### src/rtl/pud_pkg.sv
// shared types, character constants and hex helper for the percent unescape decoder
package pud_pkg;

    localparam logic [7:0] CH_PLUS    = 8'h2B;
    localparam logic [7:0] CH_PERCENT = 8'h25;
    localparam logic [7:0] CH_SPACE   = 8'h20;
    localparam logic [7:0] CH_ZERO    = 8'h30;
    localparam logic [7:0] CH_NINE    = 8'h39;
    localparam logic [7:0] CH_LOWER_A = 8'h61;
    localparam logic [7:0] CH_LOWER_F = 8'h66;
    localparam logic [7:0] CH_UPPER_A = 8'h41;
    localparam logic [7:0] CH_UPPER_F = 8'h46;
    localparam logic [3:0] HEX_ALPHA_BASE = 4'd10;

    localparam int unsigned CAP_W = 16;

    typedef enum logic [1:0] {
        PH_PLAIN  = 2'd0,
        PH_PCT    = 2'd1,
        PH_DIGIT1 = 2'd2
    } phase_t;

    typedef struct packed {
        phase_t             phase;
        logic [3:0]         high_nibble;
        logic [CAP_W-1:0]   out_count;
        logic               failed;
    } pud_state_t;

    typedef struct packed {
        logic [7:0] out_byte;
        logic       has_data;
        logic       done_res;
        logic       ok;
    } pud_result_t;

    typedef struct packed {
        logic       valid;
        logic [3:0] value;
    } hex_digit_t;

    function automatic hex_digit_t hex_value(input logic [7:0] c);
        hex_digit_t h;
        logic [7:0] d;
        h = '0;
        d = '0;
        if (c >= CH_ZERO && c <= CH_NINE)
        begin
            d = c - CH_ZERO;
            h.valid = 1'b1;
            h.value = d[3:0];
        end
        else if (c >= CH_LOWER_A && c <= CH_LOWER_F)
        begin
            d = c - CH_LOWER_A;
            h.valid = 1'b1;
            h.value = d[3:0] + HEX_ALPHA_BASE;
        end
        else if (c >= CH_UPPER_A && c <= CH_UPPER_F)
        begin
            d = c - CH_UPPER_A;
            h.valid = 1'b1;
            h.value = d[3:0] + HEX_ALPHA_BASE;
        end
        return h;
    endfunction

endpackage

### src/rtl/pud_step.sv
// combinational decode of one character against the string state
module pud_step (
    input  pud_pkg::pud_state_t          state,
    input  logic [7:0]                   in_byte,
    input  logic                         is_last,
    input  logic [pud_pkg::CAP_W-1:0]    capacity,
    output pud_pkg::pud_state_t          state_next,
    output pud_pkg::pud_result_t         result,
    output logic                         emit
);
    import pud_pkg::*;

    hex_digit_t hd;
    pud_state_t s;
    logic       data;
    logic [7:0] dbyte;

    assign hd = hex_value(in_byte);

    always_comb
    begin
        s     = state;
        data  = 1'b0;
        dbyte = '0;
        if (!state.failed)
        begin
            unique case (state.phase)
                PH_PCT:
                begin
                    if (!hd.valid || is_last)
                    begin
                        s.failed = 1'b1;
                    end
                    else
                    begin
                        s.high_nibble = hd.value;
                        s.phase       = PH_DIGIT1;
                    end
                end
                PH_DIGIT1:
                begin
                    if (!hd.valid)
                    begin
                        s.failed = 1'b1;
                    end
                    else
                    begin
                        dbyte   = {state.high_nibble, hd.value};
                        data    = 1'b1;
                        s.phase = PH_PLAIN;
                    end
                end
                default:
                begin
                    // unused phase code decodes as plain text
                    s.phase = PH_PLAIN;
                    if (state.out_count >= capacity)
                    begin
                        s.failed = 1'b1;
                    end
                    else if (in_byte == CH_PLUS)
                    begin
                        dbyte = CH_SPACE;
                        data  = 1'b1;
                    end
                    else if (in_byte == CH_PERCENT)
                    begin
                        // lone final percent is dropped
                        if (!is_last)
                            s.phase = PH_PCT;
                    end
                    else
                    begin
                        dbyte = in_byte;
                        data  = 1'b1;
                    end
                end
            endcase
            if (data)
                s.out_count = state.out_count + 1'b1;
        end

        result.out_byte = dbyte;
        result.has_data = data;
        result.done_res = is_last;
        result.ok       = is_last && !s.failed;
        emit            = data || is_last;

        if (is_last)
            state_next = '{phase: PH_PLAIN, high_nibble: 4'd0, out_count: '0, failed: 1'b0};
        else
            state_next = s;
    end

endmodule

### src/rtl/pud_out_stage.sv
// result register and a skid entry for one result pushed during a stall
module pud_out_stage (
    input  logic                  clk,
    input  logic                  rst_n,
    input  logic                  push,
    input  pud_pkg::pud_result_t  push_data,
    output logic                  push_ready,
    output logic                  out_valid,
    input  logic                  out_ready,
    output pud_pkg::pud_result_t  out_data
);
    import pud_pkg::*;

    logic        out_valid_reg;
    logic        skid_valid_reg;
    pud_result_t out_data_reg;
    pud_result_t skid_data_reg;

    assign push_ready = !skid_valid_reg;
    assign out_valid  = out_valid_reg;
    assign out_data   = out_data_reg;

    always_ff @(posedge clk or negedge rst_n)
    begin
        if (!rst_n)
        begin
            out_valid_reg  <= 1'b0;
            skid_valid_reg <= 1'b0;
        end
        else if (out_ready || !out_valid_reg)
        begin
            if (skid_valid_reg)
            begin
                skid_valid_reg <= 1'b0;
                out_valid_reg  <= 1'b1;
            end
            else
            begin
                out_valid_reg <= push;
            end
        end
        else if (push)
        begin
            skid_valid_reg <= 1'b1;
        end
    end

    always_ff @(posedge clk)
    begin
        if (out_ready || !out_valid_reg)
        begin
            if (skid_valid_reg)
                out_data_reg <= skid_data_reg;
            else if (push)
                out_data_reg <= push_data;
        end
        else if (push)
        begin
            skid_data_reg <= push_data;
        end
    end

endmodule

### src/rtl/percent_unescape_decoder.sv
// top level of the form-style percent unescape decoder
//
//  channel | direction | handshake             | payload
//  --------+-----------+-----------------------+-------------------------------
//  input   | in        | in_valid / in_ready   | in_byte, is_last
//  result  | out       | out_valid / out_ready | out_byte, has_data, done_res, ok
//  config  | in        | cfg_we                | cfg_wdata (out_capacity)
//
// one character per cycle unless a result stall holds the flow: an input register,
// the decode step and the result register, through which each result passes in order
// a character that yields no result is consumed without touching the result side
// reset clears the string state and sets out_capacity to 65535
// a result stall fills the skid entry, then holds the input register and in_ready
module percent_unescape_decoder (
    input  logic        clk,
    input  logic        rst_n,
    input  logic        in_valid,
    output logic        in_ready,
    input  logic [7:0]  in_byte,
    input  logic        is_last,
    output logic        out_valid,
    input  logic        out_ready,
    output logic [7:0]  out_byte,
    output logic        has_data,
    output logic        done_res,
    output logic        ok,
    input  logic        cfg_we,
    input  logic [15:0] cfg_wdata
);
    import pud_pkg::*;

    logic             in_valid_reg;
    logic [7:0]       in_byte_reg;
    logic             is_last_reg;
    logic [CAP_W-1:0] capacity_reg;
    pud_state_t       state_reg;
    pud_state_t       state_next;
    pud_result_t      step_result;
    pud_result_t      out_data;
    logic             step_emit;
    logic             stage_ready;
    logic             step_fire;

    assign step_fire = in_valid_reg && stage_ready;
    assign in_ready  = !in_valid_reg || stage_ready;

    always_ff @(posedge clk or negedge rst_n)
    begin
        if (!rst_n)
        begin
            in_valid_reg <= 1'b0;
            capacity_reg <= {CAP_W{1'b1}};
            state_reg    <= '{phase: PH_PLAIN, high_nibble: 4'd0, out_count: '0, failed: 1'b0};
        end
        else
        begin
            if (cfg_we)
                capacity_reg <= cfg_wdata;
            if (in_ready)
                in_valid_reg <= in_valid;
            if (step_fire)
                state_reg <= state_next;
        end
    end

    always_ff @(posedge clk)
    begin
        if (in_ready && in_valid)
        begin
            in_byte_reg <= in_byte;
            is_last_reg <= is_last;
        end
    end

    pud_step u_step (
        .state      (state_reg),
        .in_byte    (in_byte_reg),
        .is_last    (is_last_reg),
        .capacity   (capacity_reg),
        .state_next (state_next),
        .result     (step_result),
        .emit       (step_emit)
    );

    pud_out_stage u_out (
        .clk        (clk),
        .rst_n      (rst_n),
        .push       (step_fire && step_emit),
        .push_data  (step_result),
        .push_ready (stage_ready),
        .out_valid  (out_valid),
        .out_ready  (out_ready),
        .out_data   (out_data)
    );

    assign out_byte = out_data.out_byte;
    assign has_data = out_data.has_data;
    assign done_res = out_data.done_res;
    assign ok       = out_data.ok;

endmodule

### config.mk
export PLATFORM = sky130hd
export DESIGN_NAME = percent_unescape_decoder
export DESIGN_NICKNAME = d
export VERILOG_FILES = /design/src/rtl/pud_pkg.sv /design/src/rtl/pud_step.sv /design/src/rtl/pud_out_stage.sv /design/src/rtl/percent_unescape_decoder.sv
export SDC_FILE = /design/constraint.sdc
export NUM_CORES = 1
export LEC_CHECK = 0
export BUFFER_PORTS_ARGS = -buffer_cell sky130_fd_sc_hd__buf_2
export CORE_AREA = 10 10 106 155
export CTS_CLUSTER_SIZE = 24
export DETAILED_ROUTE_END_ITERATION = 8
export DIE_AREA = 0 0 116 165
export GPL_TIMING_DRIVEN = 0
export HOLD_SLACK_MARGIN = 0.1
export PLACE_DENSITY = 0.53
export SETUP_SLACK_MARGIN = 0.3
export SYNTH_ARGS = -nofsm -noshare
export SYNTH_HDL_FRONTEND = slang
export SYNTH_SLANG_ARGS = --single-unit
### constraint.sdc
create_clock -name clk -period 3.3 [get_ports clk]
set_clock_uncertainty 0.15 [all_clocks]
set_input_delay 0.33 -clock clk [delete_from_list [all_inputs] [get_ports clk]]
set_output_delay 0.33 -clock clk [all_outputs]
set_load 0.005 [all_outputs]
==> results.yml, run 1 <==
detailed_routing:
  ant_nets: 0
  route.met2.wl_um: 5770
  dr_total_vias: 3405
  wl_per_cell_um: 16.1
  drtPass1Iterations: 5
  viasPerCell: 5.15
  drtIter0Drc: 232
  routed_wl_um: 10600
  drc_errors: 0
  wl_met3_um: 422
  top_layer: "met4"
  wl_met1_um: 4150
layout:
  nFillCells: 1325
  finalNonFillerCells: 661
  diodes: 0
  largest_reg_flops: 23
  syn_to_final_growth_pct: 34.0
  drive_gt1_share_pct: 27.5
  fin_area_um2: 5400
  nets: 548
sta:
  min_period_over_period_pct: 89.0
  relSlewSlack_pct: 32.6
  period_minus_slack_ps: 2940
  rsz0062_at_grt: "yes"
  worst_pin_slew_ps: 1010
  timing.final.hold_violations: 0
  final_max_slew_viol_count: 0
  setup_viol: 0
  max_freq_ghz: 0.340
  worst_slack_ps: 362
synth:
  postSynthCellCount: 395
  synth_edf_count: 31
  synth.cell_area_um2: 4030
  ys_ff_latch: 73
  synth-main-ff-cell: "edfxtp_1"
  ys_types: 59
  yosys_warnings: 0
  syn-mean-instance-area_um2: 10.2
  yosysSeqAreaShare_pct: 49.7
  async_reset_ff_share_pct: 57.5
  synth_nets: 449
hold_path:
  min_from: "cfg_we"
  hp-class: "input pin to register"
  whs_endpoint: "capacity_reg[0]"
  worstHoldPathCells: 2
job:
  cap_violations: 0
clock_tree:
  cts_tree: "yes"
  ctsHtreeMaxLevel: 3
  cts_buffers: 9
  cts_buffer_depth: 2
  clock-root-buffer: "clkbuf_16"
  clk-insertion-delay-late_ps: 340
  clk_pin_slew_ps: 60
  cts.sinks: 73
placement:
  finalWeightedCongestion: 0.865
  port_buffers: 42
  place.detailed.hpwl_um: 7450
  dpl.cell_count: 599
  dpl_cell_area_um2: 4470
  preCtsSetupSlack_ps: -263
critical_path:
  max_stage_delay_ps: 520
  arrival_ps: 2840
  setup.worst_path.class: "register to register"
  cp_max_fo: 6
  worstSetupStartpoint: "capacity_reg[6]"
  rr_worst_depth: 13
  critPathLaunchType: "register"
  r2r-start: "capacity_reg[6]"
  cp.required_ps: 3200
  crit_path_top_delay_cell: "dfstp_2"
  path_delay_family: "compound AO/OA/AOI/OAI gates"
  crit_chain: "inv_2 > ha_4 > a41oi_2 > o21ai_2 > a221oi_4 > nand3_2 > a21o_1 > clkinv_4 > buf_8 > nor2_4 > nor3_4 > buf_4 > buf_12"
  path_depth: 13
  cp_num_buf_inv: 5
  rrSetupSlack_ps: 360
  crit_path_end_kind: "register"
  r2r_end: "u_out.skid_data_reg[10]"
grt:
  antenna_found_initial: 0
  grt_pass1_wl_um: 16800
  gr-usage-all-layers_pct: 11.2
  grt_max_degree: 43
  gr-total-overflow: 0
  grt_pass1_vias: 3340
floorplan:
  floorplan.initialDensity_pct: 29.8
  core_um2: 13500
  die_w_um: 116
  num_io_pins: 43
  die_h_um: 165
  die_area_um2: 19100
  core.rowCount: 52
power:
  ir_drop_v: 0.000233
  p_per_area_nw_per_um2: 450
  p_leak_nw: 2.23
outcome:
  outcome: "finished, final reports clean"
[layout by cell type (no fill, tap or decap), types with 3 or more instances in the layout]
cell / count
nand4_1: 8
dfstp_2: 16
a31oi_1: 5
dfrtp_1: 26
mux2i_1: 6
ha_1: 16
clkbuf_1: 12
clkbuf_16: 9
ha_4: 5
a211oi_1: 4
nor2b_1: 3
ha_2: 3
and3_1: 6
nor3_1: 9
buf_4: 15
buf_2: 42
o31ai_1: 9
nand3_1: 11
o211ai_1: 4
inv_1: 25
a21oi_1: 19
dlygate4sd3_1: 27
buf_12: 3
nand2b_1: 5
buf_6: 4
nand2_1: 53
clkinv_1: 3
o21ai_1: 3
o21ai_0: 27
mux2_2: 6
inv_2: 3
a22o_1: 3
nor2_1: 18
edfxtp_1: 31
[kinds of logic (layout without fill, tap and decap cells)]
| logic type | Yosys count | in the layout | synth area share (%) |
|---|---|---|---|
| xor gates and xnor gates | 3 | 3 | 0.652 |
| AOI/OAI and AO/OA | 100 | 100 | 16.8 |
| DFF | 73 | 73 | 49.7 |
| adders and majority gates | 24 | 24 | 7.45 |
| buffers and inverters | 46 | 150 | 5.46 |
| and+or+nand+nor | 137 | 137 | 16.8 |
| muxes | 12 | 12 | 3.17 |
[metal layers]
layer | track usage [%] | vias to the layer above
met3 | 2.58 | 15
met1 | 11.5 | 1650
li1 | - | 1639
met4 | 6.56 | 0
met5 | 0 | -
met2 | 20.2 | 101
[area by class of cell]
cell class | count | area [um^2] | share of cell area (%)
inverter | 31 | 121 | 2.25
clock inverter | 4 | 43.8 | 0.811
clock buffer | 12 | 236 | 4.38
timing repair buffer | 88 | 672 | 12.4
tap | 162 | 203 | 3.75
sequential | 73 | 2000 | 37.1
multi-input combinational | 276 | 2010 | 37.1
buffer | 15 | 118 | 2.18
[repair_timing]
action | CTS | global route
setup buffers | 12 | 6
cloned | 1 | 0
hold buffers | 27 | 0
pin swaps | 8 | 9
hold endpoints to repair | 52 | 0
setup endpoints to repair | 36 | 36
resized for setup | 21 | 17
[synthesized netlist by cell type, types with 2 or more instances]
cell	n	area (um^2)
nand2_1	53	199
edfxtp_1	31	931
o21ai_0	31	155
inv_1	28	105
dfrtp_1	26	651
ha_1	24	300
a21oi_1	20	100
nor2_1	20	75.1
dfstp_2	16	420
nand3_1	12	60.1
nor3_1	11	55.1
clkbuf_1	9	33.8
o31ai_1	9	67.6
nand4_1	8	50.1
and3_1	6	37.5
mux2_2	6	67.6
mux2i_1	6	60.1
a31oi_1	5	31.3
nand2b_1	5	31.3
a211oi_1	4	30.0
buf_6	4	45.0
o211ai_1	4	30.0
a22o_1	3	26.3
clkinv_1	3	11.3
nor2b_1	3	18.8
nor4_1	3	18.8
a211o_1	2	17.5
a21boi_0	2	15.0
a21o_1	2	15.0
a221o_1	2	20.0
a41o_1	2	20.0
a41oi_1	2	17.5
and2_1	2	12.5
and4_1	2	17.5
nand4b_1	2	17.5
o311ai_0	2	17.5
or3b_2	2	17.5
xnor2_1	2	17.5
[power breakdown]
part / internal, mW / switching, mW
Sequential: 1.04 / 0.0470
Clock: 0.581 / 0.368
Combinational: 0.176 / 0.216
[worst register-to-register path, stage by stage (launching register included)]
cell      delay, ps
dfstp_2         520
inv_2            50
ha_4            210
a41oi_2         200
o21ai_2         100
a221oi_4        340
nand3_2         120
a21o_1          240
clkinv_4         80
buf_8           100
nor2_4           40
nor3_4          230
buf_4           160
buf_12          110
[per-stage QoR]
| stage | setup TNS (ps) | hold WS, ps | total power, mW | utilization (%) |
|---|---|---|---|---|
| floorplan | 0 | -116 | 1.30 | - |
| global placement | -4590 | 315 | 1.41 | 33.1 |
| detailed placement | -4840 | 327 | 1.42 | 33.1 |
| CTS | 0 | 120 | 2.43 | 38.8 |
| global route | 0 | 126 | 2.56 | 39.9 |
| finish | 0 | 127 | 2.43 | 39.9 |
[worst max-delay path by stage]
stage	endpoint	slack [ps]
2_1_floorplan	u_out.skid_data_reg[0]	300
3_3_place_gp	u_out.skid_data_reg[7]	-250
3_5_place_dp	u_out.skid_data_reg[7]	-260
4_1_cts	u_out.skid_data_reg[10]	300
5_1_grt	u_out.skid_data_reg[10]	270
6_report	u_out.skid_data_reg[10]	360
No activity file was read; power rests on OpenSTA's default activity.
==> run 2: changes to the inputs <==
--- a/config.mk
+++ b/config.mk
@@ -5,8 +5,9 @@
 export SDC_FILE = /design/constraint.sdc
 export NUM_CORES = 1
 export LEC_CHECK = 0
-export BUFFER_PORTS_ARGS = -buffer_cell sky130_fd_sc_hd__buf_2
+export BUFFER_PORTS_ARGS = -buffer_cell sky130_fd_sc_hd__buf_4
 export CORE_AREA = 10 10 106 155
+export CTS_BUF_LIST = sky130_fd_sc_hd__clkbuf_2 sky130_fd_sc_hd__clkbuf_4 sky130_fd_sc_hd__clkbuf_8
 export CTS_CLUSTER_SIZE = 24
 export DETAILED_ROUTE_END_ITERATION = 8
 export DIE_AREA = 0 0 116 165
==> run 2 against run 1 <==
Against the previous run: routed wire length about the same; hold slack improved by 83 ps; sequential share of layout area shrank 0.81 points; design area increased by 2.2%; clock-buffer cell count down 2; clock power fell by 29%; global-route usage increased by 0.13 points; sequential cell count unchanged; via count shrank 1.1%; maximum frequency rose by 0.30%; sequential power hardly changed; utilization increased by 0.89 points.
==> results.yml, run 2 (same netlist as run 1, synthesis figures left out) <==
grt:
  gr-usage-all-layers_pct: 11.4
  antenna_found_initial: 0
  gr-total-overflow: 0
  grt_pass1_vias: 3457
  grt_pass1_wl_um: 17100
  grt_max_degree: 43
detailed_routing:
  wl_per_cell_um: 15.9
  drtIter0Drc: 212
  ant_nets: 0
  drc_errors: 0
  drtPass1Iterations: 4
  dr_total_vias: 3368
  viasPerCell: 5.03
  routed_wl_um: 10700
sta:
  setup_viol: 0
  rsz0062_at_grt: "yes"
  period_minus_slack_ps: 2930
  worst_pin_slew_ps: 641
  timing.hold.ws_ps: 210
  timing.final.hold_violations: 0
  min_period_over_period_pct: 88.8
  worst_slack_ps: 371
  fin_tns_setup_ps: 0
  final_max_slew_viol_count: 0
  max_freq_ghz: 0.341
  relSlewSlack_pct: 57.3
critical_path:
  setup.worst_path.class: "register to register"
  crit_path_end_kind: "register"
  cp.required_ps: 3230
  arrival_ps: 2860
  critPathLaunchType: "register"
  cp_max_fo: 4
clock_tree:
  cts_buffer_depth: 2
  cts.sinks: 73
  clk-insertion-delay-late_ps: 360
  cts_tree: "yes"
  ctsHtreeMaxLevel: 3
  clk_pin_slew_ps: 80
  clock-root-buffer: "clkbuf_8"
  cts_buffers: 9
layout:
  layout_commonest_cell: "buf_4"
  diodes: 0
  fin_area_um2: 5520
  fin_util_pct: 40.8
  drive_gt1_share_pct: 29.3
  syn_to_final_growth_pct: 37.0
  layout_common_cells: "buf_4 (63), nand2_1 (53), edfxtp_1 (31), dlygate4sd3_1 (28)"
  nFillCells: 1322
  largest_reg_flops: 23
  finalNonFillerCells: 670
  nets: 557
placement:
  preCtsSetupSlack_ps: -264
  port_buffers: 42
  dpl_cell_area_um2: 4580
  dpl.cell_count: 599
  finalWeightedCongestion: 0.856
  place.detailed.hpwl_um: 7520
power:
  ir_drop_v: 0.000167
  p_leak_nw: 2.27
  p_per_area_nw_per_um2: 396
  power_mw: 2.19
hold_path:
  hp-class: "input pin to register"
floorplan:
  floorplan.initialDensity_pct: 29.8
  num_io_pins: 43
  die_w_um: 116
  die_h_um: 165
  core.rowCount: 52
  core_um2: 13500
  die_area_um2: 19100
outcome:
  outcome: "finished, final reports clean"
job:
  cap_violations: 0
run 2: report_power, final:
part	switching [mW]	total, mW	internal [mW]
clock	0.330	0.676	0.345
combinational	0.220	0.427	0.206
sequential	0.0476	1.09	1.04
run 2: what timing repair did:
action / 4_1_cts / 5_1_grt
setup buffers: 17 / 9
setup endpoints to repair: 35 / 33
hold buffers: 28 / 0
cloned: 1 / 0
pin swaps: 11 / 15
resized for setup: 26 / 23
hold endpoints to repair: 52 / 0
run 2: critical path, stage by stage, from the launching register on:
cell and delay [ps]:
edfxtp_1 490, inv_2 130, ha_4 150, o21bai_4 60, or2_4 250, a2111oi_4 480, a21oi_2 80, a21o_1 220
clkinv_4 80, buf_8 90, nor2_4 40, nor3_4 210, buf_6 150, buf_16 100
run 2: area by class of cell:
| class | count | area, um^2 | share of cell area, % |
|---|---|---|---|
| clock inverter | 6 | 48.8 | 0.884 |
| clock buffer | 10 | 131 | 2.38 |
| buffer | 15 | 118 | 2.13 |
| inverter | 31 | 121 | 2.20 |
| timing repair buffer | 97 | 855 | 15.5 |
| multi-input combinational | 276 | 2040 | 37.0 |
| sequential | 73 | 2000 | 36.3 |
| tap | 162 | 203 | 3.67 |
run 2: metal layers:
metal | vias up | part of all wire, % | GRT usage, %
li1 | 1654 | - | -
met1 | 1633 | 41 | 12.2
met2 | 69 | 55 | 20.6
met3 | 12 | 3.0 | 1.96
met4 | 0 | 1.9 | 6.05
met5 | - | 0 | 0
run 2: final timing paths:
kind | slack [ps] | depth (start not counted) | from | end
worst max-delay path | 370 | 13 | in_byte_reg[0] | u_out.skid_data_reg[10]
worst min-delay path | 210 | 3 | out_ready | u_out.skid_valid_reg
worst max register to register | 370 | 13 | in_byte_reg[0] | u_out.skid_data_reg[10]
worst min register to register | 340 | 2 | state_reg[18] | state_reg[18]
max in group asynchronous | 2210 | 2 | rst_n | state_reg[21]
min in group asynchronous | 390 | 2 | rst_n | state_reg[5]
==> run 3: changes to the inputs <==
--- a/config.mk
+++ b/config.mk
@@ -6,11 +6,11 @@
 export NUM_CORES = 1
 export LEC_CHECK = 0
 export BUFFER_PORTS_ARGS = -buffer_cell sky130_fd_sc_hd__buf_4
-export CORE_AREA = 10 10 106 155
+export CORE_AREA = 2 2 98 147
 export CTS_BUF_LIST = sky130_fd_sc_hd__clkbuf_2 sky130_fd_sc_hd__clkbuf_4 sky130_fd_sc_hd__clkbuf_8
 export CTS_CLUSTER_SIZE = 24
 export DETAILED_ROUTE_END_ITERATION = 8
-export DIE_AREA = 0 0 116 165
+export DIE_AREA = 0 0 100 149
 export GPL_TIMING_DRIVEN = 0
 export HOLD_SLACK_MARGIN = 0.1
 export PLACE_DENSITY = 0.53
==> run 3 against run 2 <==
Against the previous run: non-clock buffer count shrank 8; design area is 1.0% lower; hold slack gained 7.7 ps; worst setup slack better by 36 ps; final cell count fell by 0.75%; sequential cell count unchanged; sequential share of layout area grew 0.38 points; first-iteration DRC count increased by 4.7%; via count decreased by 0.62%; critical endpoint is now state_reg[14].
==> results.yml, run 3 (same netlist as run 1, synthesis figures left out) <==
outcome:
  outcome: "finished, final reports clean"
floorplan:
  die_w_um: 100
  num_io_pins: 43
  die_h_um: 149
  floorplan.initialDensity_pct: 29.2
  die_area_um2: 14900
  core_um2: 13800
  core.rowCount: 53
power:
  power_mw: 2.28
  sw_frac_of_total_pct: 27.0
  internal_power_mw: 1.67
  p_seq_share_pct: 47.6
  ir_drop_v: 0.000193
  p_per_area_nw_per_um2: 418
  comb_power_share_pct: 18.5
  netSwitchingPower_mw: 0.616
  p_clk_share_pct: 33.9
  p_leak_nw: 2.25
clock_tree:
  ctsHtreeMaxLevel: 3
  cts_buffers: 9
  cts_buffer_depth: 2
  clock-root-buffer: "clkbuf_8"
  clk_pin_slew_ps: 80
  cts.sinks: 73
  cts_tree: "yes"
  clk-insertion-delay-late_ps: 360
detailed_routing:
  wl_per_cell_um: 15.4
  drc_errors: 0
  viasPerCell: 5.03
  drtPass1Iterations: 4
  drtIter0Drc: 222
  routed_wl_um: 10300
  ant_nets: 0
  dr_total_vias: 3347
grt:
  grt_pass1_wl_um: 16900
  antenna_found_initial: 0
  grt_pass1_vias: 3315
  grt_max_degree: 43
  gr-total-overflow: 0
  gr-usage-all-layers_pct: 14.7
critical_path:
  crit_path_top_delay_cell: "dfstp_2"
  cp.required_ps: 3390
  cp_max_fo: 3
  max_stage_delay_ps: 520
  rrSetupSlack_ps: 410
  crit_chain: "inv_1 > ha_1 > and4_4 > a221oi_4 > nand3_2 > a21o_1 > buf_6 > buf_8 > o311a_1 > a221o_1"
  critPathLaunchType: "register"
  setup.worst_path.class: "register to register"
  path_delay_family: "compound AO/OA/AOI/OAI gates"
  crit_path_end_kind: "register"
  arrival_ps: 2980
  cp_num_buf_inv: 3
sta:
  period_minus_slack_ps: 2890
  fin_tns_setup_ps: 0
  min_period_over_period_pct: 87.7
  max_freq_ghz: 0.346
  setup_viol: 0
  rsz0062_at_grt: "yes"
  worst_pin_slew_ps: 645
  relSlewSlack_pct: 57.0
  final_max_slew_viol_count: 0
  timing.final.hold_violations: 0
layout:
  nFillCells: 1376
  nets: 549
  largest_reg_flops: 23
  finalNonFillerCells: 665
  layout_commonest_cell: "buf_4"
  drive_gt1_share_pct: 28.8
  layout_common_cells: "buf_4 (56), nand2_1 (53), edfxtp_1 (31), dlygate4sd3_1 (28), o21ai_0 (27)"
  syn_to_final_growth_pct: 35.5
  regArea_um2: 2000
  multi_input_area_um2: 2010
  fin_util_pct: 39.6
  diodes: 0
job:
  cap_violations: 0
placement:
  place.detailed.hpwl_um: 7260
  finalWeightedCongestion: 0.886
  port_buffers: 42
  dpl.cell_count: 602
hold_path:
  hp-class: "input pin to register"
run 3: changes by cell type in the layout (fill, tap and decap cells not counted), moves of 2 or more:
cell	previous run	this run
buf_4	63	56
clkinv_1	7	3
ha_2	0	3
ha_4	8	5
a21oi_1	18	16
a21oi_2	2	4
clkinv_2	0	2
o21ai_2	4	2
run 3: path summary, 6_finish.rpt:
kind / startpoint / end / cells after the start
worst max-delay path: capacity_reg[9] / state_reg[14] / 10
worst min-delay path: out_ready / u_out.skid_valid_reg / 3
worst max register to register: capacity_reg[9] / state_reg[14] / 10
worst min register to register: state_reg[18] / state_reg[18] / 2
max in group asynchronous: rst_n / state_reg[17] / 2
min in group asynchronous: rst_n / state_reg[2] / 2
run 3: power groups by stage:
stage / logic (mW) / registers [mW] / clock network [mW]
CTS: 0.399 / 1.09 / 0.797
global placement: 0.329 / 1.10 / 0
floorplan: 0.206 / 1.09 / 0
detailed placement: 0.338 / 1.11 / 0
global route: 0.475 / 1.10 / 0.835
finish: 0.422 / 1.09 / 0.775
run 3: metrics by stage:
| stage | cell area, um^2 | hold slack [ps] | worst slack [ps] |
|---|---|---|---|
| final | 5460 | 218 | 407 |
| after global routing | 5460 | 254 | 282 |
| after CTS | 5310 | 210 | 309 |
| after detailed placement | 4580 | 214 | -280 |
| after global placement | 4580 | 216 | -243 |
| after floorplan | 4060 | -116 | 302 |
run 3: final cells by class:
cell class                      count  area share (%)
Buffer                             15            2.15
Clock buffer                       10            2.40
Multi-Input combinational cell    276            36.8
Clock inverter                      6            1.51
Timing Repair Buffer               89            14.5
Sequential cell                    73            36.6
Tap cell                          165            3.78
Inverter                           31            2.22
run 3: routing by layer:
metal / GRT usage, % / vias to the layer above / share of wire [%]
met1: 16.2 / 1610 / 40
met2: 26.8 / 79 / 54
li1: - / 1637 / -
met5: 0 / - / 0
met3: 3.00 / 21 / 3.6
met4: 6.58 / 0 / 2.8
run 3: repair_timing:
item	in CTS	in global routing
gates resized for setup	23	19
setup endpoints to repair	36	36
pin swaps	8	11
hold buffers	28	0
cloned	1	0
hold endpoints to repair	52	0
buffers inserted	12	6
run 3: worst min-delay path: stages:
cell	delay (ps)
buf_4	80
nand2b_1	220
a21oi_1	60
